===== src/rtl/gmf_pkg.sv =====
// ----------------------------------------------------------------------------
// gmf_pkg
// Shared types and constants of the grid local maximum finder.
// ----------------------------------------------------------------------------
package gmf_pkg;

    localparam int SAMPLE_W    = 16;
    localparam int PEAK_W      = 10;
    localparam int CFG_W       = 11;
    localparam int CFG_IDX_W   = 2;
    localparam int FIFO_DEPTH  = 4;
    localparam int FIFO_PTR_W  = $clog2(FIFO_DEPTH);
    localparam int FIFO_CNT_W  = $clog2(FIFO_DEPTH + 1);

    // register indexes of the write port
    localparam logic [CFG_IDX_W-1:0] REG_GRID_ROWS = CFG_IDX_W'(0);
    localparam logic [CFG_IDX_W-1:0] REG_GRID_COLS = CFG_IDX_W'(1);

    // command codes
    localparam logic CMD_SAMPLE = 1'b0;
    localparam logic CMD_FLUSH  = 1'b1;

    typedef struct packed {
        logic                       command;
        logic signed [SAMPLE_W-1:0] sample;
    } t_in_item;

    typedef struct packed {
        logic [PEAK_W-1:0] peak_row;
        logic [PEAK_W-1:0] peak_col;
    } t_peak;

endpackage


===== src/rtl/gmf_stream_if.sv =====
// ----------------------------------------------------------------------------
// gmf_stream_if
// Valid/ready stream channel with a typed payload.
// ----------------------------------------------------------------------------
interface gmf_stream_if #(
    parameter type T = logic
) ();
    logic valid;
    logic ready;
    T     data;

    modport source (output valid, output data, input ready);
    modport sink   (input valid, input data, output ready);
endinterface


===== src/rtl/gmf_peak_fifo.sv =====
// ----------------------------------------------------------------------------
// gmf_peak_fifo
// Small result queue that decouples the detector from a stalling receiver.
// ----------------------------------------------------------------------------
module gmf_peak_fifo (
    input  logic                       i_clk,
    input  logic                       i_rst_n,
    input  logic                       i_push,
    input  gmf_pkg::t_peak             i_push_data,
    output logic [gmf_pkg::FIFO_CNT_W-1:0] o_count,
    gmf_stream_if.source               o_out
);
    import gmf_pkg::*;

    t_peak                 r_mem [FIFO_DEPTH];
    logic [FIFO_PTR_W-1:0] r_wr_ptr;
    logic [FIFO_PTR_W-1:0] r_rd_ptr;
    logic [FIFO_CNT_W-1:0] r_count;
    logic                  pop;

    assign pop         = o_out.valid && o_out.ready;
    assign o_out.valid = (r_count != '0);
    assign o_out.data  = r_mem[r_rd_ptr];
    assign o_count     = r_count;

    always_ff @(posedge i_clk) begin
        if (i_push) begin
            r_mem[r_wr_ptr] <= i_push_data;
        end
        if (!i_rst_n) begin
            r_wr_ptr <= '0;
            r_rd_ptr <= '0;
            r_count  <= '0;
        end else begin
            if (i_push) begin
                r_wr_ptr <= r_wr_ptr + FIFO_PTR_W'(1);
            end
            if (pop) begin
                r_rd_ptr <= r_rd_ptr + FIFO_PTR_W'(1);
            end
            if (i_push && !pop) begin
                r_count <= r_count + FIFO_CNT_W'(1);
            end else if (!i_push && pop) begin
                r_count <= r_count - FIFO_CNT_W'(1);
            end
        end
    end

endmodule


===== src/flat_wrapper.sv =====
// flat-port wrapper written by rule: the top's interface ports become plain ports
module gmf_peak_fifo_flat import gmf_pkg::*;
  (i_clk, i_rst_n, i_push, i_push_data, o_count, o_out_valid, o_out_data, o_out_ready);
  gmf_stream_if o_out_i ();
  input  logic i_clk;
  input  logic i_rst_n;
  input  logic i_push;
  input  gmf_pkg::t_peak i_push_data;
  output logic [gmf_pkg::FIFO_CNT_W-1:0] o_count;
  output wire logic [$bits(o_out_i.valid)-1:0] o_out_valid;
  output wire logic [$bits(o_out_i.data)-1:0] o_out_data;
  input wire logic [$bits(o_out_i.ready)-1:0] o_out_ready;
  assign o_out_valid = o_out_i.valid;
  assign o_out_data = o_out_i.data;
  assign o_out_i.ready = o_out_ready;
  gmf_peak_fifo u_core (.i_clk(i_clk), .i_rst_n(i_rst_n), .i_push(i_push), .i_push_data(i_push_data), .o_count(o_count), .o_out(o_out_i));
endmodule

===== config.mk =====
export PLATFORM = sky130hd
export DESIGN_NAME = gmf_peak_fifo_flat
export DESIGN_NICKNAME = d
export VERILOG_FILES = /design/src/rtl/gmf_pkg.sv /design/src/rtl/gmf_stream_if.sv /design/src/rtl/gmf_peak_fifo.sv /design/src/flat_wrapper.sv
export SDC_FILE = /design/constraint.sdc
export NUM_CORES = 1
export LEC_CHECK = 0
export ABC_AREA = 1
export BUFFER_PORTS_ARGS = -buffer_cell sky130_fd_sc_hd__buf_2
export CORE_AREA = 2 2 42 44
export CTS_CLUSTER_SIZE = 28
export DETAILED_ROUTE_END_ITERATION = 10
export DIE_AREA = 0 0 44 46
export PLACE_DENSITY = 0.68
export SYNTH_ARGS = -nofsm -noshare
export SYNTH_HDL_FRONTEND = slang
export SYNTH_SLANG_ARGS = --single-unit

===== constraint.sdc =====
create_clock -name i_clk -period 1.9 [get_ports i_clk]
set_input_delay 0.285 -clock i_clk [delete_from_list [all_inputs] [get_ports i_clk]]
set_output_delay 0.285 -clock i_clk [all_outputs]
set_load 0.005 [all_outputs]

# Word-level counts from Yosys, hierarchy flattened
# Memory sizes are Yosys's and may differ from the RTL's. A register that Yosys moved wholly into a read port is not among the register bits.
# Index checks and enable logic that the tools add are counted.
# word_totals
register_bits,7
latch_bits,0
ramBits,80
romBits,0
elab_cells,21
mem_count,1
# classes
addsub,4
multipliers,0
div,0
order_cmp,0
n_eq_ne,0
shift,0
muxes,6
bitwise,0
n_reduce_logical,7
# mem_list
name,depth,width,read_ports,rd_clocked_by_memory_dff,wr,line,rtl
u_core.r_mem,4,20,1,1,1,gmf_peak_fifo.sv:15,t_peak r_mem [FIFO_DEPTH];
# op_table
operator,n
two-way mux 3 bit,2
adder 2 x 1 -> 2 bit (second input constant),2
two-way mux 2 bit,2
adder 3 x 1 -> 3 bit (second input constant),1
logical AND 1 bit,3
nonzero test 3 bit,1
subtractor 3 x 1 -> 3 bit (second input constant),1
logical NOT 1 bit,2
two-way mux 1 bit,2
nonzero test 2 bit,1

# Longest topological paths before layout
# logic_depth
depth_word,5
mapped_depth,12

# Worst setup path after synthesis
# Ideal clock, no wire load.
# synth_timing
path_kind,reg-to-reg
start,register u_core.r_count[0] (netlist: u_core.o_count[0])
end,register u_core.r_count[1] (netlist: u_core.o_count[1])
arrival_ps,1459
path_slack_ps,325
path_stages_with_launch,9
path_buffers,0
synth_period_minus_slack_ps,1575
cell_sequence,dfxtp_1 -> inv_1 -> nand2_2 -> nand2_4 -> ha_1 -> inv_1 -> fa_1 -> o21ai_0 -> nor2_1
# synth_via
elab_chain_cells,5
elab_cells_between_ends,10
classes_between,add/sub: 2; mux: 2; reduce/logical: 6
# synth_lines
item,line,rtl
start: declaration,gmf_peak_fifo.sv:18,logic [FIFO_CNT_W-1:0] r_count;
start signal: assignment,gmf_peak_fifo.sv:42,r_count <= r_count + FIFO_CNT_W'(1);
start signal: assignment,gmf_peak_fifo.sv:44,r_count <= r_count - FIFO_CNT_W'(1);
nonzero test 3 bit *,gmf_peak_fifo.sv:22,assign o_out.valid = (r_count != '0);
via o_out_valid,flat_wrapper.sv:10,output wire logic [$bits(o_out_i.valid)-1:0] o_out_valid;
logical AND 1 bit *,gmf_peak_fifo.sv:21,assign pop = o_out.valid && o_out.ready;
logical NOT 1 bit,gmf_peak_fifo.sv:41,if (i_push && !pop) begin
logical AND 1 bit,gmf_peak_fifo.sv:41,
two-way mux 3 bit / nonzero test 2 bit (equally long branches),-,
# The timed path passes the listed nets; every way through them passes the cells marked *. The select of a mux whose other input is x is not followed.
# A chain may end at the register's enable or synchronous reset.

# Worst setup path after layout
# layout_timing
start,register u_core.r_count[1] (netlist: u_core.o_count[1])
end,register u_core.r_count[2] (netlist: u_core.o_count[2])
# layout_via
elab_chain_cells,5
elab_cells_between_ends,10
classes_between,add/sub: 2; mux: 2; reduce/logical: 6
# layout_lines
item
"parallel branches: the longest is 5 deep, another holds subtractor 3 x 1 -> 3 bit"
# Parallel ways; which one is timed is not known. The select of a mux whose other input is x is not followed.

==> metrics.md <==
| Metric | Value |
|---|---|
| Status | `complete, no violations` |
| Maximum Capacitance Violations | `0` |
| Tot Pwr | `approximately 820 uW` |
| Initial antenna violation count | `0` |
| Htree depth | `1` |
| Clk_skew | `between 0.002 and 0.0025 ns` |
| Fmax | `596 MHz` |
| Crit-path most repeated cell | `nand2_1` |
| Overall routing resource usage | `11.4%` |
| Antenna Cells | `0` |
| Critical path class | `flip-flop to flip-flop` |
| Routability cong. | `0.780` |
| Crit path cell chain | `nor2_2 -> nand2_2 -> nand2_4 -> ha_1 -> inv_1 -> fa_1 -> inv_1 -> nand2_1 -> nand3_1 -> nand2_1 -> nand2_1 -> nor2_1` |
| Mapped cell area | `between 600 and 700 um^2` |
| Post-route setup TNS | `0 ns` |
| Vias per std cell | `4.53` |
| Post-synthesis mux area share | `0%` |
| Placed cells | `99` |
| Worst vdd ir | `0.513 mV` |
| R2R depth | `12` |
| Worst Path Required | `2.08 ns` |
| Area delta synth->final | `14.9%` |
| Share of cells above drive strength 1 | `between 10% and 20%` |
| Pleak | `0.361 nW` |
| Reg-to-reg startpoint | `u_core.o_count[1]` |
| CTS tree | `built` |
| Core Area | `1610 um^2` |
| Ys Warns | `0` |
| Worst Hold Launch | `i_push_data[0]` |
| Post-cts sizing count | `0` |
| Synth Area per Inst | `8.54 um^2` |
| Syn Nets | `103` |
| Residual DRC count | `0` |
| Gr ovfl total | `0` |
| Crit path buf inv count | `2` |
| Hold Buf Count CTS | `0` |
| Hold path depth | `1` |
| Die Y | `46 um` |
| Distinct cells, synth | `14` |
| Power per Cell Area | `approximately 1100 nW/um^2` |
| Pin count of the biggest net entering global routing | `8` |
| RSZ-0062 raised after global routing | `false` |
| Ports | `29` |
| Worst reg2reg setup slack | `0.22 ns` |
| WP data arrival | `1.86 ns` |
| Post-Layout Cell Count | `103` |
| Clock root buffer | `clkbuf_4` |
| Minimum clock period | `1.68 ns` |
| Site Rows | `15` |
| Slew Viols, Final | `0` |
| Later-pin clock latency in the skew report | `0.28 ns` |
| Drt first pass iters | `2` |
| Period utilization | `a little under 90%` |
| Max-slew headroom | `88.7%` |
| Hold/Removal Path Class | `primary input to flip-flop` |
| Setup bufs post-CTS | `0` |
| Antenna viol nets, final | `0` |
| Nature of the critical path endpoint | `flip-flop` |
| Vias in the first global route | `396` |
| Slowest cell on crit path | `fa_1` |
| WL/cell | `9.54 um` |
| Max Root-Sink Buffers | `2` |
| Final hold viol count | `0` |
| Post-synthesis simple-gate area fraction | `18.7%` |
| CP max stage delay | `around 0.38 ns` |
| Cts bufs inserted | `3` |
| Total wire length | `983 um` |
| TritonCTS sink count | `13` |
| Max FO, Critical Path | `4` |
| DR vias | `467` |
| Synth Register Bits | `13` |
| CP Launch Type | `flip-flop` |
| Die area | `2020 um^2` |
| Layout Nets | `between 100 and 150` |
| Crit-path leading delay family | `simple AND/OR/NAND/NOR gates` |
| Post-Synth XOR/XNOR Area | `0%` |
| Die width | `roughly 44 um` |
| Worst slew pin tran | `about 0.17 ns` |
| IO buf count | `9` |
| Iter 0 DRT Violations | `4` |
| Syn Inst Count | `73` |
| First-pass GRT wire length | `1550 um` |
| Clock Pin Slew Worst Setup and Hold Paths | `approximately 0.080 ns` |
| Worst Setup SP | `u_core.o_count[1]` |
| Post-synthesis compound-gate area fraction | `about a tenth` |
| Initial Util | `between 30% and 40%` |
| Sequential area share after synthesis | `between 40% and 50%` |
| Post-synthesis adder-cell area fraction | `a little over an eighth` |
| Largest family of logic cells by synthesized area | `simple AND/OR/NAND/NOR gates` |
| Dpl hpwl | `783 um` |
| CP Depth | `12` |
| Setup Viol. Count Final | `0` |
## cell families (layout without fill, tap and decap cells)
kind of cell               count (synthesis)  count (layout)
and+or+nand+nor                           26              26
buffers and inverters                     16              29
DFF                                       13              13
AOI/OAI and AO/OA                         12              12
adders and majority gates                  6               6
## stage by stage
stage	hold slack (ns)	utilization (%)	setup slack, ns	area (um^2)
finish	0.227	44.3	0.222	716
global route	0.213	44.3	0.0161	716
CTS	0.219	44.3	0.208	716
detailed placement	0.491	42.7	0.225	689
global placement	0.481	42.7	0.251	689
floorplan	0.384	-	0.325	623
## worst register-to-register path: stages, from the launching register on
cell     delay, ns
dfxtp_1       0.35
nor2_2        0.11
nand2_2       0.10
nand2_4       0.08
ha_1          0.16
inv_1         0.07
fa_1          0.38
inv_1         0.07
nand2_1       0.04
nand3_1       0.08
nand2_1       0.05
nand2_1       0.05
nor2_1        0.03
## final cells by class
| class | count | area (um^2) |
|---|---|---|
| Multi-Input combinational cell | 44 | 263 |
| Fill cell | 174 | 898 |
| Timing Repair Buffer | 9 | 45.0 |
| Inverter | 16 | 60.1 |
| Tap cell | 17 | 21.3 |
| Sequential cell | 13 | 300 |
| Clock buffer | 4 | 26.3 |
## cell usage in the layout (no fill, tap or decap), drive strengths merged
cell type  synthesis  layout
edfxtp             4       4
dfxtp              9       9
o21ai              4       4
clkbuf             0       4
a32oi              1       1
inv               16      16
buf                0       9
nor2               5       5
a21oi              7       7
nand3              3       3
fa                 1       1
ha                 5       5
nand2             18      18
## path summary, 6_finish.rpt
| path | endpoint |
|---|---|
| min reg2reg | u_core.r_rd_ptr[1] |
| max | u_core.o_count[2] |
| max reg2reg | u_core.o_count[2] |
| min | u_core.r_mem[3][0] |
## layer usage
layer  global-route usage [%]  wire length, um
met4                     12.7               37
met3                     2.38               24
met1                     12.8              426
met5                        0                0
met2                     17.1              495
## cells in the mapped netlist
cell type,count,area (um^2)
nand2_4,1,11.3
a32oi_1,1,8.76
nor2_2,1,6.26
nand3_1,3,15.0
nand2_1,15,56.3
o21ai_0,4,20.0
ha_1,5,62.6
nor2_1,4,15.0
nand2_2,2,12.5
inv_1,16,60.1
dfxtp_1,9,180
a21oi_1,7,35.0
edfxtp_1,4,120
fa_1,1,20.0
## report_power, final
part / leakage, nW / total, mW / switching, mW / internal [mW]
clock network: 0.0150 / 0.171 / 0.0900 / 0.0815
logic: 0.235 / 0.268 / 0.154 / 0.115
registers: 0.111 / 0.377 / 0.0418 / 0.335
total: 0.361 / 0.816 / 0.285 / 0.531
Power figures use the tool's default switching activity.
